File: src/pqbp_pkg.sv
// Shared types, constants and helper functions for the pixel quantizer and bit packer.
package pqbp_pkg;

  localparam int PIXEL_BITS  = 8;
  localparam int CODE_W_BITS = 4;
  localparam int ACC_BITS    = 15;
  localparam int PEND_BITS   = 4;
  localparam int CNT_BITS    = 3;

  localparam logic [PIXEL_BITS-1:0] RESET_STEP = 8'd2;
  // last iteration of the bit-serial divider
  localparam logic [CNT_BITS-1:0]   DIV_LAST   = 3'd7;
  localparam logic [PEND_BITS-1:0]  BYTE_BITS  = 4'd8;

  // commands from controller to datapath
  typedef struct packed {
    logic load_in;
    logic div_step;
    logic pack;
    logic emit_full;
    logic emit_flush;
  } pqbp_cmd_t;

  // status from datapath to controller
  typedef struct packed {
    logic pend_ge8;
    logic pend_nz;
    logic last;
    logic out_free;
  } pqbp_stat_t;

  // a step of zero behaves as a step of one
  function automatic logic [PIXEL_BITS-1:0] eff_step(logic [PIXEL_BITS-1:0] s);
    return (s == '0) ? 8'd1 : s;
  endfunction

  // smallest w with 2^w >= floor(256/step), i.e. 256 < step * (2^w + 1); capped at 8
  function automatic logic [CODE_W_BITS-1:0] code_width(logic [PIXEL_BITS-1:0] step);
    logic [16:0]            prod;
    logic [CODE_W_BITS-1:0] w;
    logic                   found;
    w     = 4'd8;
    found = 1'b0;
    for (int i = 0; i < PIXEL_BITS; i++) begin
      prod = (17'(step) << i) + 17'(step);
      if (!found && (prod > 17'd256)) begin
        w     = CODE_W_BITS'(i);
        found = 1'b1;
      end
    end
    return w;
  endfunction

endpackage

File: src/pqbp_datapath.sv
// Datapath: step register, bit-serial divider, bit accumulator and output word register.
module pqbp_datapath
  import pqbp_pkg::*;
(
  input  logic                  clk,
  input  logic                  rst,
  input  logic                  cfg_valid,
  input  logic [PIXEL_BITS-1:0] cfg_data,
  input  logic [PIXEL_BITS-1:0] s_tdata,
  input  logic                  s_tlast,
  input  pqbp_cmd_t             cmd,
  output pqbp_stat_t            stat,
  output logic                  m_tvalid,
  input  logic                  m_tready,
  output logic [7:0]            m_tdata,
  output logic                  m_tlast
);

  logic [PIXEL_BITS-1:0]  step_div;
  logic [CODE_W_BITS-1:0] width;
  logic [PIXEL_BITS-1:0]  dvd;       // dividend in, quotient out
  logic [PIXEL_BITS-1:0]  rem;
  logic                   last_flag;
  logic [ACC_BITS-1:0]    acc;
  logic [PEND_BITS-1:0]   pend;

  logic [PIXEL_BITS:0]    rem_sh;
  logic                   fits;
  logic [PIXEL_BITS-1:0]  rem_next;
  logic [PIXEL_BITS-1:0]  max_code;
  logic [PIXEL_BITS-1:0]  level;
  logic                   out_free;

  // one restoring division step per cycle
  always_comb begin
    rem_sh   = {rem, dvd[PIXEL_BITS-1]};
    fits     = (rem_sh >= {1'b0, step_div});
    rem_next = fits ? PIXEL_BITS'(rem_sh - {1'b0, step_div}) : rem_sh[PIXEL_BITS-1:0];
  end

  // saturate the level to the code width
  always_comb begin
    max_code = PIXEL_BITS'((9'd1 << width) - 9'd1);
    level    = (dvd > max_code) ? max_code : dvd;
  end

  assign out_free = !m_tvalid || m_tready;

  assign stat.pend_ge8 = (pend >= BYTE_BITS);
  assign stat.pend_nz  = (pend != '0);
  assign stat.last     = last_flag;
  assign stat.out_free = out_free;

  // configuration: step and derived code width
  always_ff @(posedge clk) begin
    if (rst) begin
      step_div <= RESET_STEP;
      width    <= code_width(RESET_STEP);
    end else if (cfg_valid) begin
      step_div <= eff_step(cfg_data);
      width    <= code_width(eff_step(cfg_data));
    end
  end

  // divider registers
  always_ff @(posedge clk) begin
    if (cmd.load_in) begin
      dvd       <= s_tdata;
      rem       <= '0;
      last_flag <= s_tlast;
    end else if (cmd.div_step) begin
      dvd <= {dvd[PIXEL_BITS-2:0], fits};
      rem <= rem_next;
    end
  end

  // bit accumulator
  always_ff @(posedge clk) begin
    if (rst) begin
      acc  <= '0;
      pend <= '0;
    end else if (cmd.pack) begin
      acc  <= acc | (ACC_BITS'(level) << pend[2:0]);
      pend <= pend + PEND_BITS'(width);
    end else if (cmd.emit_full) begin
      acc  <= acc >> 8;
      pend <= pend - BYTE_BITS;
    end else if (cmd.emit_flush) begin
      acc  <= '0;
      pend <= '0;
    end
  end

  // output word register
  always_ff @(posedge clk) begin
    if (rst) begin
      m_tvalid <= 1'b0;
    end else if (cmd.emit_full || (cmd.emit_flush && stat.pend_nz)) begin
      m_tvalid <= 1'b1;
    end else if (m_tready) begin
      m_tvalid <= 1'b0;
    end
  end

  always_ff @(posedge clk) begin
    if (cmd.emit_full) begin
      m_tdata <= acc[7:0];
      m_tlast <= last_flag && (pend == BYTE_BITS);
    end else if (cmd.emit_flush && stat.pend_nz) begin
      m_tdata <= acc[7:0];
      m_tlast <= 1'b1;
    end
  end

  // no code bits above the pending count
  a_acc_clean: assert property (@(posedge clk) disable iff (rst)
    (acc >> pend) == '0)
    else $error("accumulator holds bits above pending count");

  // a full byte is only taken when eight bits are there and the output is free
  a_full_ok: assert property (@(posedge clk) disable iff (rst)
    cmd.emit_full |-> (stat.pend_ge8 && out_free))
    else $error("full byte emitted without eight bits or free output");

  // a flush leaves the packer empty
  a_flush_clear: assert property (@(posedge clk) disable iff (rst)
    cmd.emit_flush |=> (pend == '0 && acc == '0))
    else $error("packer not cleared after flush");

endmodule

File: src/pqbp_ctrl.sv
// Controller: sequences input accept, divide, pack and byte emission for one pixel.
module pqbp_ctrl
  import pqbp_pkg::*;
(
  input  logic       clk,
  input  logic       rst,
  input  logic       s_tvalid,
  output logic       s_tready,
  input  pqbp_stat_t stat,
  output pqbp_cmd_t  cmd
);

  typedef enum logic [2:0] {
    ST_IDLE,
    ST_DIV,
    ST_PACK,
    ST_FULL,
    ST_FLUSH
  } state_t;

  state_t              state;
  state_t              state_next;
  logic [CNT_BITS-1:0] cnt;

  assign s_tready = (state == ST_IDLE);

  // next state and commands
  always_comb begin
    state_next = state;
    cmd        = '0;
    unique case (state)
      ST_IDLE: begin
        if (s_tvalid) begin
          cmd.load_in = 1'b1;
          state_next  = ST_DIV;
        end
      end
      ST_DIV: begin
        cmd.div_step = 1'b1;
        if (cnt == DIV_LAST) state_next = ST_PACK;
      end
      ST_PACK: begin
        cmd.pack   = 1'b1;
        state_next = ST_FULL;
      end
      ST_FULL: begin
        if (!stat.pend_ge8) begin
          state_next = stat.last ? ST_FLUSH : ST_IDLE;
        end else if (stat.out_free) begin
          cmd.emit_full = 1'b1;
          state_next    = stat.last ? ST_FLUSH : ST_IDLE;
        end
      end
      ST_FLUSH: begin
        if (!stat.pend_nz || stat.out_free) begin
          cmd.emit_flush = 1'b1;
          state_next     = ST_IDLE;
        end
      end
      default: state_next = ST_IDLE;
    endcase
  end

  // state and iteration counter
  always_ff @(posedge clk) begin
    if (rst) begin
      state <= ST_IDLE;
      cnt   <= '0;
    end else begin
      state <= state_next;
      if (cmd.load_in) begin
        cnt <= '0;
      end else if (cmd.div_step) begin
        cnt <= cnt + CNT_BITS'(1);
      end
    end
  end

endmodule

File: src/pixel_quantize_bit_packer.sv
// Top level of the pixel quantizer and bit packer.
//
// Pixels arrive on the s_ stream one word at a time: s_tdata is the 8-bit grey
// value, s_tlast marks the last pixel of an image. Each pixel is divided by the
// quant_step register, saturated to a code of W bits (W follows from the step)
// and appended LSB first to a bit accumulator. Each full byte leaves on the m_
// stream, earliest bit in bit 0; the last pixel flushes a zero-filled partial
// byte, and the final byte of an image carries m_tlast.
// The step is written over the cfg_ channel (always ready); the user must do this
// only while the block is idle, and the block itself does not enforce it. Each
// pixel passes through accept, 8 divide iterations, pack and byte emit, and a last
// pixel also through the flush. A new pixel is accepted only from idle.
// The output register holds a byte while m_tready is low; the block keeps
// working on the next pixel and only waits once it has another byte to send.
// Reset clears the accumulator, empties the output register and sets the step to 2.
module pixel_quantize_bit_packer
  import pqbp_pkg::*;
(
  input  logic       clk,
  input  logic       rst,
  // configuration write channel
  input  logic       cfg_valid,
  output logic       cfg_ready,
  input  logic [7:0] cfg_data,   // [7:0] quant_step
  // pixel stream
  input  logic       s_tvalid,
  output logic       s_tready,
  input  logic [7:0] s_tdata,    // [7:0] pixel
  input  logic       s_tlast,    // last_pixel
  // packed byte stream
  output logic       m_tvalid,
  input  logic       m_tready,
  output logic [7:0] m_tdata,    // [7:0] packed_byte
  output logic       m_tlast     // last_byte
);

  pqbp_cmd_t  cmd;
  pqbp_stat_t stat;

  assign cfg_ready = 1'b1;

  pqbp_ctrl u_ctrl (
    .clk      (clk),
    .rst      (rst),
    .s_tvalid (s_tvalid),
    .s_tready (s_tready),
    .stat     (stat),
    .cmd      (cmd)
  );

  pqbp_datapath u_datapath (
    .clk       (clk),
    .rst       (rst),
    .cfg_valid (cfg_valid),
    .cfg_data  (cfg_data),
    .s_tdata   (s_tdata),
    .s_tlast   (s_tlast),
    .cmd       (cmd),
    .stat      (stat),
    .m_tvalid  (m_tvalid),
    .m_tready  (m_tready),
    .m_tdata   (m_tdata),
    .m_tlast   (m_tlast)
  );

endmodule
File: config.mk
export PLATFORM = sky130hd
export DESIGN_NAME = pixel_quantize_bit_packer
export DESIGN_NICKNAME = d
export VERILOG_FILES = /design/src/pqbp_pkg.sv /design/src/pqbp_datapath.sv /design/src/pqbp_ctrl.sv /design/src/pixel_quantize_bit_packer.sv
export SDC_FILE = /design/constraint.sdc
export NUM_CORES = 1
export LEC_CHECK = 0
export BUFFER_PORTS_ARGS = -buffer_cell sky130_fd_sc_hd__buf_2
export CORE_ASPECT_RATIO = 0.8
export CORE_MARGIN = 3
export CORE_UTILIZATION = 55
export CTS_BUF_LIST = sky130_fd_sc_hd__clkbuf_4
export CTS_CLUSTER_DIAMETER = 100
export CTS_CLUSTER_SIZE = 12
export DETAILED_ROUTE_END_ITERATION = 7
export GPL_TIMING_DRIVEN = 0
export MAX_ROUTING_LAYER = met4
export PLACE_DENSITY = 0.73
export SLEW_MARGIN = 15
export SYNTH_ARGS = -nofsm -noshare
export SYNTH_HDL_FRONTEND = slang
export SYNTH_SLANG_ARGS = --single-unit
export TNS_END_PERCENT = 50
File: constraint.sdc
create_clock -name clk -period 5.79 [get_ports clk]
set_input_delay 0.579 -clock clk [delete_from_list [all_inputs] [get_ports clk]]
set_output_delay 0.579 -clock clk [all_outputs]
set_load 0.02 [all_outputs]
==> results.md <==
- Status: completed
- Pint: 1048 uW
- Placer Congestion: 1.016
- Worst EP required: 6.11 ns
- Pwr dens: 294.5 mW/mm^2
- Sequential share of power: 31.8%
- Vias post-DR: 5914
- Max VDD drop: roughly 140 uV
- Clock root buffer: clkbuf_4
- Layout cell share with drive strength beyond 1: 11.27%
- CTS Buf Count: 9
- Largest net degree at the start of global routing: 13
- Via density: 6.359
- Area growth syn-to-layout: 8.064%
- Total track usage: a little under a third
- DRT antenna net count: 0
- Post-DP HPWL: 13270 um
- Hold Path Cell Cnt: 1
- Finish-stage setup viols: 0
- GRT Residual Overflow: 0
- Multi-input gate area: approximately 0.004 mm^2
- Seq. cell area: 0.001461 mm^2
- Ports: 34
- Setup bufs post-CTS: 0
- H-tree depth: 3
- Clock buffer depth: 2
- Die width: ~120 um
- DIE HEIGHT: about 98 um
- Minimum clock period: 5.092 ns
- Number of global-route vias before repair: around 5400
- CTS tree: yes
- Worst-margin pin slew: 0.9046 ns
- Async S/R FF share, synth: 0%
- Total of warnings raised by yosys: 0
- Port Buffers: 32
- Unrepaired setup endpoints after global routing: no
- Worst-Skew Late Latency: 0.43 ns
- Post-Syn Area: roughly 0.006 mm^2
- Syn avg cell area: 7.925 um^2
- Max stage delay cell, worst path: o21ai_1
- Post-synth EDFFs: 18
- First-pass GRT wire length: between 20000 and 30000 um
- Cells along the critical path: buf_2, inv_1, clkbuf_1, ha_1, nand3_1, buf_2, o21ai_1, inv_1, ha_1, clkbuf_1, nand2_1, a221oi_1, a21oi_1, nor4_1, o21ai_0, a32oi_1, nand2_2, o21bai_1, a221o_1
- Clock Sinks: 64
- Leakage: about 0.0026 uW
- Core Area: 0.01032 mm^2
- Power Total: ~1900 uW
- Reg clk slew, reported paths: 0.12 ns
- Post-Route Setup TNS: 0 ns
- First drt pass iteration count: 5
- Critical path fanouts, max: 10
- Syn_nets: about 800
- FMAX: 0.1964 GHz
- # hold bufs at CTS: 0
- Final Skew: 0.01764 ns
- Worst stage delay on the critical path: roughly 0.7 ns
- Initial antenna violation count: 0
- Fill cells: 952
- Worst setup SP type: input port
- WL final: between 15000 and 20000 um
- Final hold vios: 0
- Reg2reg path depth: 20
- Sequential element share of the synthesized area: 24.85%
- Initial Utilization: 56.97%
- Max_slew headroom: about two fifths
- Final Max Slew Viols: 0
- Count of cell types in the netlist: 80
- Logic pwr share: 50.9%
- Crit end category: flop
- Crit Path Category: input port to flop
- Clock share of power: 17.2%
- Synth Register Bits: 64
- DRC violations left: 0
- Fin crit share: a little under 90%
- Hold Slack: about 0.32 ns
- Switching power: 823.0 uW
- CP Data Arrival Time: roughly 5.4 ns
- CTS resizes: 0
- Iteration-0 DRC Markers: 626
- Max-Cap Viols: 0
- Die area: 0.01198 mm^2
- Ant diodes: 0
- Layout Nets: 863
- Cells after Synth: 742
- Wire per inst: 18.68 um
- Hold Crit Class: input port to flop
- Site Rows: 33
- Sw Ratio: 43.98%
- Synth Flop Type: dfxtp_1
power groups by stage:
| stage | clock network (uW) | logic (uW) | registers, uW |
|---|---|---|---|
| floorplan | 0 | 727 | 580 |
| global route | 344 | 1060 | 602 |
| finish | 323 | 953 | 596 |
| global placement | 0 | 902 | 601 |
| detailed placement | 0 | 935 | 604 |
| CTS | 324 | 939 | 593 |
cells in the mapped netlist (4+ instances only):
| master | number | share of area [%] |
|---|---|---|
| a211oi_1 | 10 | 1.3 |
| a21o_1 | 8 | 1.0 |
| a21oi_1 | 57 | 4.9 |
| a221o_1 | 4 | 0.68 |
| a22o_1 | 5 | 0.74 |
| a22oi_1 | 6 | 0.77 |
| a31oi_1 | 10 | 1.1 |
| a32oi_1 | 5 | 0.74 |
| and2_1 | 9 | 0.96 |
| and3_1 | 5 | 0.53 |
| buf_2 | 10 | 0.85 |
| buf_6 | 4 | 0.77 |
| clkbuf_1 | 29 | 1.9 |
| dfxtp_1 | 46 | 16 |
| edfxtp_1 | 18 | 9.2 |
| fa_1 | 8 | 2.7 |
| ha_1 | 48 | 10 |
| inv_1 | 52 | 3.3 |
| mux2i_1 | 27 | 4.6 |
| mux4_2 | 6 | 2.3 |
| nand2_1 | 75 | 4.8 |
| nand2b_1 | 5 | 0.53 |
| nand3_1 | 20 | 1.7 |
| nand4_1 | 7 | 0.74 |
| nor2_1 | 61 | 3.9 |
| nor2b_1 | 6 | 0.64 |
| nor3_1 | 16 | 1.4 |
| nor4_1 | 4 | 0.43 |
| o211ai_1 | 8 | 1.0 |
| o21a_1 | 9 | 1.1 |
| o21ai_0 | 56 | 4.8 |
| o22ai_1 | 10 | 1.1 |
| o31ai_1 | 4 | 0.51 |
| or3_1 | 6 | 0.64 |
| xnor2_1 | 12 | 1.8 |
| xor2_1 | 5 | 0.74 |
routing by layer:
layer	global-route usage, %	share of wire [%]	vias up
met4	8.269	1.5	0
met3	7.401	11	35
met2	41.78	41	316
met1	44.62	46	2778
met5	-	0	-
li1	-	-	2785
worst max-delay path: cells and delay by family:
kind / cells / cell delay (ns)
adders and majority gates: 2 / 0.62
AOI/OAI and AO/OA: 7 / 2.06
buffers and inverters: 6 / 1.51
and+or+nand+nor: 4 / 0.64
kinds of logic (layout without fill, tap and decap cells):
kind of cell / Yosys count / count (layout) / synth area share (%)
AND/OR/NAND/NOR: 239 / 239 / 19.49
AO/OA/AOI/OAI: 227 / 227 / 24.94
buffers and inverters: 100 / 148 / 7.298
flip-flops: 64 / 64 / 24.85
adder cells (fa/ha/maj): 57 / 57 / 13.11
multiplexers: 37 / 37 / 7.723
XOR/XNOR: 17 / 17 / 2.532
other: 1 / 1 / 0.06377
metrics by stage:
step	cells	util [%]	instance area [um^2]	setup slack, ns
after CTS	930	61.56	6355	0.8025
final	930	61.56	6355	0.6982
after floorplan	742	-	5881	1.318
after global routing	930	61.56	6355	0.4094
after global placement	914	60.22	6216	0.3164
after detailed placement	914	60.22	6216	0.3381
placed cells by master (no fill, tap or decap), drive strengths merged, types with 6 or more instances in the layout:
cell / Yosys / final
fa: 8 / 8
clkbuf: 29 / 38
o21ai: 58 / 58
a21o: 8 / 8
xnor2: 12 / 12
a211oi: 10 / 10
o21a: 10 / 10
or3: 6 / 6
nand3: 20 / 20
nor2: 62 / 62
buf: 18 / 50
nand4: 7 / 7
o22ai: 10 / 10
mux4: 6 / 6
ha: 48 / 48
a22oi: 6 / 6
o211ai: 8 / 8
nor2b: 6 / 6
nand2: 78 / 78
edfxtp: 18 / 18
nor3: 16 / 16
dfxtp: 46 / 46
and2: 10 / 10
a21oi: 57 / 57
a31oi: 10 / 10
mux2i: 27 / 27
inv: 52 / 53
cell type report:
type                       instances  area share, %
buffer                            47          3.623
multi-input combinational        578          62.79
tap                              140          2.756
inverter                          53          3.131
sequential                        64          23.00
clock buffer                       9          1.063
timing repair buffer              32          2.520
clock inverter                     7          1.122
path summary, 6_finish.rpt:
kind | from | to | slack, ns
min reg2reg | u_datapath.acc[7] | u_datapath.m_tdata[7] | 0.46
max | cfg_data[7] | u_datapath.width[1] | 0.70
max reg2reg | u_datapath.width[3] | u_datapath.acc[6] | 0.91
min | s_tlast | u_datapath.last_flag | 0.32
sequential cells by signal (all words and copies together), names as in the netlist:
register	count
u_datapath.acc	15
u_datapath.step_div	8
u_datapath.m_tdata	8
u_datapath.dvd	8
u_datapath.rem	8
u_ctrl.cnt	3
u_datapath.m_tvalid	1
u_datapath.m_tlast	1
u_datapath.pend	4
u_datapath.width	4
u_ctrl.state	3
u_datapath.last_flag	1
Power figures use the tool's default switching activity.
